<file path="src/bed_pkg.sv">
// Shared constants and types for the bounded edit distance block.
package bed_pkg;

  // String buffer depth and derived widths
  localparam int MAX_LEN = 96;
  localparam int LEN_W   = $clog2(MAX_LEN + 1);
  localparam int IDX_W   = $clog2(MAX_LEN);

  // Fixed field widths
  localparam int MODE_W = 2;
  localparam int SYM_W  = 8;
  localparam int CEIL_W = 7;
  localparam int DIST_W = 7;

  // Width used when comparing table values against the ceiling
  localparam int CMP_W = (LEN_W > CEIL_W) ? LEN_W : CEIL_W;

  // Input item modes
  typedef enum logic [MODE_W-1:0] {
    MODE_FIRST   = 2'd0,
    MODE_SECOND  = 2'd1,
    MODE_COMPUTE = 2'd2
  } mode_t;

  // Sequencer states
  typedef enum logic [4:0] {
    S_IDLE = 5'b00001,
    S_ROW  = 5'b00010,
    S_CELL = 5'b00100,
    S_CHK  = 5'b01000,
    S_FIN  = 5'b10000
  } state_t;

endpackage

</file>
<file path="src/bed_if.sv">
// Channel interfaces: input items and result items.
interface bed_in_if;
  logic                        valid;
  logic                        ready;
  logic [bed_pkg::MODE_W-1:0]  mode;
  logic [bed_pkg::SYM_W-1:0]   symbol;
  logic [bed_pkg::CEIL_W-1:0]  ceiling;

  modport source (output valid, output mode, output symbol, output ceiling, input ready);
  modport sink   (input valid, input mode, input symbol, input ceiling, output ready);
endinterface

interface bed_out_if;
  logic                        valid;
  logic                        ready;
  logic [bed_pkg::DIST_W-1:0]  distance;
  logic                        exceeded;
  logic                        overflow;

  modport source (output valid, output distance, output exceeded, output overflow, input ready);
  modport sink   (input valid, input distance, input exceeded, input overflow, output ready);
endinterface

</file>
<file path="src/bed_cell.sv">
// Shared table cell unit: three-way minimum and running row minimum.
module bed_cell (
  input  logic [bed_pkg::LEN_W-1:0] diag,
  input  logic [bed_pkg::LEN_W-1:0] above,
  input  logic [bed_pkg::LEN_W-1:0] left,
  input  logic                      mismatch,
  input  logic [bed_pkg::LEN_W-1:0] best,
  output logic [bed_pkg::LEN_W-1:0] value,
  output logic [bed_pkg::LEN_W-1:0] best_nxt
);
  import bed_pkg::*;

  logic [LEN_W-1:0] sub_cost;
  logic [LEN_W-1:0] del_cost;
  logic [LEN_W-1:0] ins_cost;
  logic [LEN_W-1:0] edge_min;

  // Candidate costs; values stay at or below MAX_LEN + 1 so no carry is lost
  assign sub_cost = diag + LEN_W'(mismatch);
  assign del_cost = above + LEN_W'(1);
  assign ins_cost = left + LEN_W'(1);

  // Pick the cheapest edit
  assign edge_min = (del_cost < ins_cost) ? del_cost : ins_cost;
  assign value    = (sub_cost < edge_min) ? sub_cost : edge_min;

  // Track the smallest entry of the row
  assign best_nxt = (value < best) ? value : best;

endmodule

</file>
<file path="src/bounded_edit_distance.sv">
// Top level: string buffers, row store and cell sequencer for bounded edit distance.
//
//   channel   dir  beat fields
//   in_if     in   mode, symbol, ceiling
//   out_if    out  distance, exceeded, overflow
//
// A load beat (mode 0 or 1) is taken while idle; a mode 3 beat is dropped.
// A compute beat walks the table row by row for string lengths n and m, one
// table cell per cycle through the shared cell unit and the row store port.
// Early exits (length gap, full second string, overflow) go straight to finish.
// Reset is synchronous and clears lengths, flags and the sequencer only.
// in_if.ready is low while a compute runs; a waiting result holds in the output
// register and stalls only the finish of the next compute.
module bounded_edit_distance (
  input logic clk,
  input logic rst_n,
  bed_in_if.sink    in_if,
  bed_out_if.source out_if
);
  import bed_pkg::*;

  // Storage
  logic [SYM_W-1:0] first_mem  [MAX_LEN];
  logic [SYM_W-1:0] second_mem [MAX_LEN];
  logic [LEN_W-1:0] row_mem    [MAX_LEN];

  // Control and work registers
  state_t            state_r, state_nxt;
  logic [LEN_W-1:0]  n_r, m_r;
  logic              ovf_r;
  logic [CEIL_W-1:0] ceil_r;
  logic              ovf_hold_r;
  logic              exc_r;
  logic [LEN_W-1:0]  i_r, j_r;
  logic [LEN_W-1:0]  diag_r, left_r, best_r, last_r;
  logic [SYM_W-1:0]  ca_r, sec_q_r;
  logic [LEN_W-1:0]  row_q_r;

  // Output register
  logic              out_valid_r;
  logic [DIST_W-1:0] dist_r;
  logic              exc_out_r;
  logic              ovf_out_r;

  // Memory port controls
  logic             f_we, s_we, r_we;
  logic             f_re, s_re, r_re;
  logic [IDX_W-1:0] f_raddr, rd_addr, r_waddr;

  // Cell unit connections
  logic [LEN_W-1:0] above;
  logic [LEN_W-1:0] cell_value;
  logic [LEN_W-1:0] cell_best;

  // Compute-start checks
  logic                    accept;
  logic [LEN_W-1:0]        len_gap;
  logic                    early_exit;
  logic                    out_free;
  logic                    fin_exceeded;
  logic [CEIL_W:0]         over_wide;
  logic [DIST_W-1:0]       over_sat;

  assign accept   = in_if.valid && in_if.ready;
  assign in_if.ready = (state_r == S_IDLE);
  assign out_free = !out_valid_r || out_if.ready;

  assign len_gap    = (n_r > m_r) ? (n_r - m_r) : (m_r - n_r);
  assign early_exit = ovf_r || (CMP_W'(len_gap) > CMP_W'(in_if.ceiling)) ||
                      (m_r >= LEN_W'(MAX_LEN));

  // First row uses the implicit row 0 (entry j holds j)
  assign above = (i_r == LEN_W'(1)) ? j_r : row_q_r;

  bed_cell u_cell (
    .diag     (diag_r),
    .above    (above),
    .left     (left_r),
    .mismatch (ca_r != sec_q_r),
    .best     (best_r),
    .value    (cell_value),
    .best_nxt (cell_best)
  );

  // Saturated ceiling+1 and final compare
  assign over_wide    = {1'b0, ceil_r} + (CEIL_W+1)'(1);
  assign over_sat     = over_wide[CEIL_W] ? {DIST_W{1'b1}} : DIST_W'(over_wide[CEIL_W-1:0]);
  assign fin_exceeded = exc_r || (CMP_W'(last_r) > CMP_W'(ceil_r));

  // Memory port decode
  always_comb begin
    f_we    = 1'b0;
    s_we    = 1'b0;
    r_we    = 1'b0;
    f_re    = 1'b0;
    s_re    = 1'b0;
    r_re    = 1'b0;
    f_raddr = IDX_W'(i_r - LEN_W'(1));
    rd_addr = '0;
    r_waddr = IDX_W'(j_r - LEN_W'(1));
    unique case (state_r)
      S_IDLE: begin
        if (accept && in_if.mode == MODE_FIRST && n_r < LEN_W'(MAX_LEN)) f_we = 1'b1;
        if (accept && in_if.mode == MODE_SECOND && m_r < LEN_W'(MAX_LEN)) s_we = 1'b1;
      end
      S_ROW: begin
        f_re = 1'b1;
        s_re = 1'b1;
        r_re = 1'b1;
      end
      S_CELL: begin
        r_we = 1'b1;
        if (j_r != m_r) begin
          s_re    = 1'b1;
          r_re    = 1'b1;
          rd_addr = IDX_W'(j_r);
        end
      end
      S_CHK, S_FIN: ;
      default: ;
    endcase
  end

  // First string store
  always_ff @(posedge clk) begin
    if (f_we) first_mem[IDX_W'(n_r)] <= in_if.symbol;
    if (f_re) ca_r <= first_mem[f_raddr];
  end

  // Second string store
  always_ff @(posedge clk) begin
    if (s_we) second_mem[IDX_W'(m_r)] <= in_if.symbol;
    if (s_re) sec_q_r <= second_mem[rd_addr];
  end

  // Row store: entry j-1 holds table column j of the last finished row
  always_ff @(posedge clk) begin
    if (r_we) row_mem[r_waddr] <= cell_value;
    if (r_re) row_q_r <= row_mem[rd_addr];
  end

  // Sequencer next state
  always_comb begin
    state_nxt = state_r;
    unique case (state_r)
      S_IDLE: begin
        if (accept && in_if.mode == MODE_COMPUTE) begin
          state_nxt = (early_exit || n_r == '0) ? S_FIN : S_ROW;
        end
      end
      S_ROW:  state_nxt = (m_r == '0) ? S_CHK : S_CELL;
      S_CELL: if (j_r == m_r) state_nxt = S_CHK;
      S_CHK: begin
        if (CMP_W'(best_r) > CMP_W'(ceil_r) || i_r == n_r) state_nxt = S_FIN;
        else state_nxt = S_ROW;
      end
      S_FIN:  if (out_free) state_nxt = S_IDLE;
      default: state_nxt = S_IDLE;
    endcase
  end

  // Control state
  always_ff @(posedge clk) begin
    if (!rst_n) begin
      state_r     <= S_IDLE;
      n_r         <= '0;
      m_r         <= '0;
      ovf_r       <= 1'b0;
      out_valid_r <= 1'b0;
    end else begin
      state_r <= state_nxt;
      // Append loads, or empty both strings once the result is loaded
      if (state_r == S_IDLE && accept) begin
        case (in_if.mode)
          MODE_FIRST: begin
            if (n_r < LEN_W'(MAX_LEN)) n_r <= n_r + LEN_W'(1);
            else ovf_r <= 1'b1;
          end
          MODE_SECOND: if (m_r < LEN_W'(MAX_LEN)) m_r <= m_r + LEN_W'(1);
          default: ;
        endcase
      end else if (state_r == S_FIN && out_free) begin
        n_r   <= '0;
        m_r   <= '0;
        ovf_r <= 1'b0;
      end
      // Load a new result, or drop the one just taken
      if (state_r == S_FIN && out_free) begin
        out_valid_r <= 1'b1;
      end else if (out_if.ready) begin
        out_valid_r <= 1'b0;
      end
    end
  end

  // Work registers
  always_ff @(posedge clk) begin
    unique case (state_r)
      S_IDLE: begin
        if (accept && in_if.mode == MODE_COMPUTE) begin
          ceil_r     <= in_if.ceiling;
          ovf_hold_r <= ovf_r;
          exc_r      <= early_exit;
          last_r     <= m_r;
          i_r        <= LEN_W'(1);
        end
      end
      S_ROW: begin
        diag_r <= i_r - LEN_W'(1);
        left_r <= i_r;
        best_r <= i_r;
        j_r    <= LEN_W'(1);
      end
      S_CELL: begin
        diag_r <= above;
        left_r <= cell_value;
        best_r <= cell_best;
        if (j_r != m_r) j_r <= j_r + LEN_W'(1);
      end
      S_CHK: begin
        if (CMP_W'(best_r) > CMP_W'(ceil_r)) begin
          exc_r <= 1'b1;
        end else begin
          last_r <= left_r;
          if (i_r != n_r) i_r <= i_r + LEN_W'(1);
        end
      end
      S_FIN: begin
        if (out_free) begin
          exc_out_r <= fin_exceeded;
          ovf_out_r <= ovf_hold_r;
          dist_r    <= fin_exceeded ? over_sat : DIST_W'(last_r);
        end
      end
      default: ;
    endcase
  end

  assign out_if.valid    = out_valid_r;
  assign out_if.distance = dist_r;
  assign out_if.exceeded = exc_out_r;
  assign out_if.overflow = ovf_out_r;

  // An overflowed first string always reports an exceeded result
  a_ovf_exceeded: assert property (@(posedge clk) disable iff (!rst_n)
    out_valid_r && ovf_out_r |-> exc_out_r)
    else $error("overflow reported without exceeded");

  // A result within bounds never passes the ceiling it was asked for
  a_within_ceiling: assert property (@(posedge clk) disable iff (!rst_n)
    (state_r == S_FIN) && out_free && !fin_exceeded |-> CMP_W'(last_r) <= CMP_W'(ceil_r))
    else $error("in-bounds result above ceiling");

  // Both strings are empty after a result is loaded
  a_strings_cleared: assert property (@(posedge clk) disable iff (!rst_n)
    (state_r == S_FIN) && out_free |=> n_r == '0 && m_r == '0 && !ovf_r)
    else $error("strings not emptied after compute");

  // The cell column stays inside the second string
  a_column_range: assert property (@(posedge clk) disable iff (!rst_n)
    state_r == S_CELL |-> j_r != '0 && j_r <= m_r && i_r <= n_r)
    else $error("cell index out of range");

endmodule

</file>
<file path="src/flat_wrapper.sv">
// flat-port wrapper written by rule: the top's interface ports become plain ports
module bounded_edit_distance_flat import bed_pkg::*;
  (clk, rst_n, in_if_valid, in_if_mode, in_if_symbol, in_if_ceiling, in_if_ready, out_if_valid, out_if_distance, out_if_exceeded, out_if_overflow, out_if_ready);
  bed_in_if in_if_i ();
  bed_out_if out_if_i ();
  input logic clk;
  input logic rst_n;
  input wire logic [$bits(in_if_i.valid)-1:0] in_if_valid;
  input wire logic [$bits(in_if_i.mode)-1:0] in_if_mode;
  input wire logic [$bits(in_if_i.symbol)-1:0] in_if_symbol;
  input wire logic [$bits(in_if_i.ceiling)-1:0] in_if_ceiling;
  output wire logic [$bits(in_if_i.ready)-1:0] in_if_ready;
  output wire logic [$bits(out_if_i.valid)-1:0] out_if_valid;
  output wire logic [$bits(out_if_i.distance)-1:0] out_if_distance;
  output wire logic [$bits(out_if_i.exceeded)-1:0] out_if_exceeded;
  output wire logic [$bits(out_if_i.overflow)-1:0] out_if_overflow;
  input wire logic [$bits(out_if_i.ready)-1:0] out_if_ready;
  assign in_if_i.valid = in_if_valid;
  assign in_if_i.mode = in_if_mode;
  assign in_if_i.symbol = in_if_symbol;
  assign in_if_i.ceiling = in_if_ceiling;
  assign in_if_ready = in_if_i.ready;
  assign out_if_valid = out_if_i.valid;
  assign out_if_distance = out_if_i.distance;
  assign out_if_exceeded = out_if_i.exceeded;
  assign out_if_overflow = out_if_i.overflow;
  assign out_if_i.ready = out_if_ready;
  bounded_edit_distance u_core (.clk(clk), .rst_n(rst_n), .in_if(in_if_i), .out_if(out_if_i));
endmodule
</file>
<file path="config.mk">
export PLATFORM = sky130hd
export DESIGN_NAME = bounded_edit_distance_flat
export DESIGN_NICKNAME = d
export VERILOG_FILES = /design/src/bed_pkg.sv /design/src/bed_if.sv /design/src/bed_cell.sv /design/src/bounded_edit_distance.sv /design/src/flat_wrapper.sv
export SDC_FILE = /design/constraint.sdc
export NUM_CORES = 2
export LEC_CHECK = 0
export ABC_AREA = 1
export BUFFER_PORTS_ARGS = -buffer_cell sky130_fd_sc_hd__buf_2
export CAP_MARGIN = 10
export CORE_MARGIN = 3
export CORE_UTILIZATION = 60
export CTS_BUF_LIST = sky130_fd_sc_hd__clkbuf_4 sky130_fd_sc_hd__clkbuf_8
export CTS_CLUSTER_DIAMETER = 60
export DETAILED_ROUTE_END_ITERATION = 8
export PLACE_DENSITY = 0.77
export SYNTH_ARGS = -nofsm -noshare
export SYNTH_HDL_FRONTEND = slang
export SYNTH_SLANG_ARGS = --single-unit
</file>
<file path="constraint.sdc">
create_clock -name clk -period 8.77 [get_ports clk]
set_input_delay 0.877 -clock clk [delete_from_list [all_inputs] [get_ports clk]]
set_output_delay 0.877 -clock clk [all_outputs]
set_load 0.01 [all_outputs]
</file>
==> flow_metrics.tcl <==
set metrics [dict create \
    status "complete, no violations" \
    setup_viol 0 \
    pre_cts_ws_ps 2150 \
    ys.warnings.count 0 \
    routed_wl_um 241000 \
    fp.dieH_um 404 \
    postCtsSetupBuffers 0 \
    clk_latency_ps 1070 \
    cts_sinks 2312 \
    worst_slew_pin_slew_ps 1360 \
    maxCapViolCount 0 \
    antenna_found_initial 3 \
    yosysSeqAreaShare_pct 72.8 \
    crit_arrival_ps 7440 \
    vias_per_cell 6.39 \
    cp-end-kind "flip-flop" \
    fillers 10900 \
    final_nets 7651 \
    slew_viol_final 0 \
    fin_crit_ps 6770 \
    cts.clk_slew.worst_paths_ps 60 \
    drive_above_1_share_pct 9.24 \
    syn2layout_area_growth_pct 8.78 \
    drt_iter0_markers 8793 \
    hold_viol 0 \
    dp_hpwl_um 136000 \
    cts_buffers 372 \
    cp_slowest_cell "o21ai_0" \
    die_x_um 404 \
    max_stage_delay_ps 490 \
    cp-start-kind "flip-flop" \
    rsz0062_at_grt "no" \
    grt_overflow 0 \
    io_pins 32 \
    worstPathRequired_ps 9440 \
    max_freq_mhz 148 \
    grt_pass1_wl_um 363000 \
    peakVddDrop_uv 227 \
    final.setup.worst_slack_ps 2000 \
    grt_max_degree 209 \
    clockRootBuffer "clkbuf_8" \
    synth_cell_types 55 \
    die_area_sq_um 163000 \
    syn_inst 7584 \
    ys_ff_latch 2312 \
    synthFlopType "edfxtp_1" \
    fin_worst_skew_ps 109 \
    gr-usage-all-layers_pct 29.0 \
    cts_tree "yes" \
    clockBufferDepth 4 \
    firstDrtPassIters 6 \
    period_share_pct 77.2 \
    synth_edf_count 2291 \
    port_buffers 31 \
    gp_congestion 0.914 \
    htree_levels 5 \
    netlist_area_sq_um 95100 \
    critPathMaxFanout 12 \
    initial_core_util_pct 60.6 \
    cpMostUsedCell "nand2_1" \
    core_sq_um 157000 \
    ys_async_sr_fraction_pct 0 \
    tns_ps 0 \
    ctsHoldBuffers 0 \
    max_slew_margin_pct 9.31 \
    cts_resized 0 \
    grt_pass1_vias 60600 \
    path_class "flip-flop to flip-flop" \
    power.density_nw_per_um2 235 \
    avgSynthCellArea_sq_um 12.5 \
    vias 63300 \
    syn_nets 7672 \
    hp-class "primary input to flip-flop" \
    post_drt_wl_per_cell_um 24.3 \
    drc 0 \
    ant_nets 0 \
    rows 145 \
    leakage_nw 33.8 \
]
cell type report:
type                            count  area (sq um)  area share, %
Sequential cell                  2312         69200           66.9
Multi-Input combinational cell   4610         23200           22.4
Clock buffer                      516          6260           6.05
Tap cell                         2058          2570           2.49
Timing Repair Buffer              110           873          0.844
Clock inverter                    143           787          0.760
Inverter                          157           619          0.598
Antenna cell                        3          7.51        0.00725
cells by family after synthesis:
| kind of cell | synth area share [%] |
|---|---|
| XOR/XNOR | 0.442 |
| multiplexers | 0.0342 |
| adder cells (fa/ha/maj) | 0.897 |
| AO/OA/AOI/OAI | 11.0 |
| buffers and inverters | 3.06 |
| AND/OR/NAND/NOR | 11.8 |
| flip-flops | 72.8 |
critical path: cells and delay by family, from the launching register on:
family / cells / cell delay [ps]
AND/OR/NAND/NOR: 13 / 1600
adder cells (fa/ha/maj): 5 / 1310
XOR/XNOR: 1 / 190
AO/OA/AOI/OAI: 8 / 1880
buffers and inverters: 6 / 980
flip-flops: 1 / 440
where the power goes:
part,internal [W],leakage (nW),switching [W]
clock,0.00479,3.75,0.00410
combinational,0.000738,9.31,0.00220
sequential,0.0125,20.8,0.0000627
total,0.0180,33.8,0.00636
per-stage QoR:
step	power, W	util, %	hold WS, ps	area (sq um)	instances
2_1_floorplan	0.0144	-	400	95100	7584
5_1_grt	0.0252	65.9	40.0	103000	9909
3_5_place_dp	0.0156	61.4	425	96400	9246
3_3_place_gp	0.0155	61.4	414	96400	9246
6_report	0.0244	65.9	102	103000	9909
4_1_cts	0.0244	65.9	14.9	103000	9905
layout by cell type, fill, tap and decap left out, drive strengths merged, types with 110 or more instances in the layout:
cell / n
buf: 110
clkbuf: 516
clkinv: 146
edfxtp: 2291
inv: 144
nand2: 373
nand3: 267
nor2: 2055
o21ai: 901
o221ai: 125
o22ai: 147
o311ai: 205
worst paths after layout:
check / from / to / slack [ps] / cells past startpoint
worst max-delay path: u_core.i_r[1] / u_core.best_r[5] / 2000 / 33
worst min-delay path: in_if_ceiling[3] / u_core.ceil_r[3] / 100 / 1
worst max register to register: u_core.i_r[1] / u_core.best_r[5] / 2000 / 33
worst min register to register: u_core.ovf_hold_r / u_core.out_if.overflow / 430 / 0
cell usage after synthesis (3+ instances only):
master       n  area [sq um]
nor4_1       7          43.8
o211ai_1   104           781
o21ai_2      6          52.6
buf_2      114           571
or2_2       12          75.1
o22ai_1    147           920
o21bai_1     3          22.5
xnor2_1     11          96.3
a41oi_1      5          43.8
buf_6       18           203
o311ai_0    27           236
nand3_1    266          1330
edfxtp_1  2291         68800
o31ai_1     59           443
clkinv_1    15          56.3
nor3_1      61           305
nor2_1    2047          7680
o311ai_1   178          1560
dfxtp_1     21           420
nand4_1     14          87.6
o21ai_0    790          3950
a21oi_1     47           235
or2_0       18           113
inv_2        9          33.8
o32ai_1     31           272
o21ai_1    105           526
inv_1      132           495
clkbuf_1   321          1200
buf_4       38           285
a31oi_1     10          62.6
nor2_2       6          37.5
xor2_1      37           324
nor3b_1      4          30.0
o221ai_1   125          1090
ha_1        65           813
a211oi_1    33           248
nand2_1    370          1390
buf_1       14          52.6
flip-flops by register name (all words and copies together), names as in the netlist, 8 cells and up:
| name | flops |
|---|---|
| u_core.ca_r | 8 |
| u_core.row_mem | 672 |
| u_core.first_mem | 768 |
| u_core.second_mem | 768 |
| u_core.sec_q_r | 8 |
metal layers:
| metal | global-route usage, % | share of wire (%) | up-vias |
|---|---|---|---|
| met2 | 44.3 | 46 | 4048 |
| met3 | 7.18 | 12 | 604 |
| met4 | 11.6 | 3.8 | 2 |
| li1 | - | - | 28000 |
| met1 | 40.6 | 38 | 30600 |
| met5 | 0 | 0.0037 | - |
No activity file was read; power rests on OpenSTA's default activity.
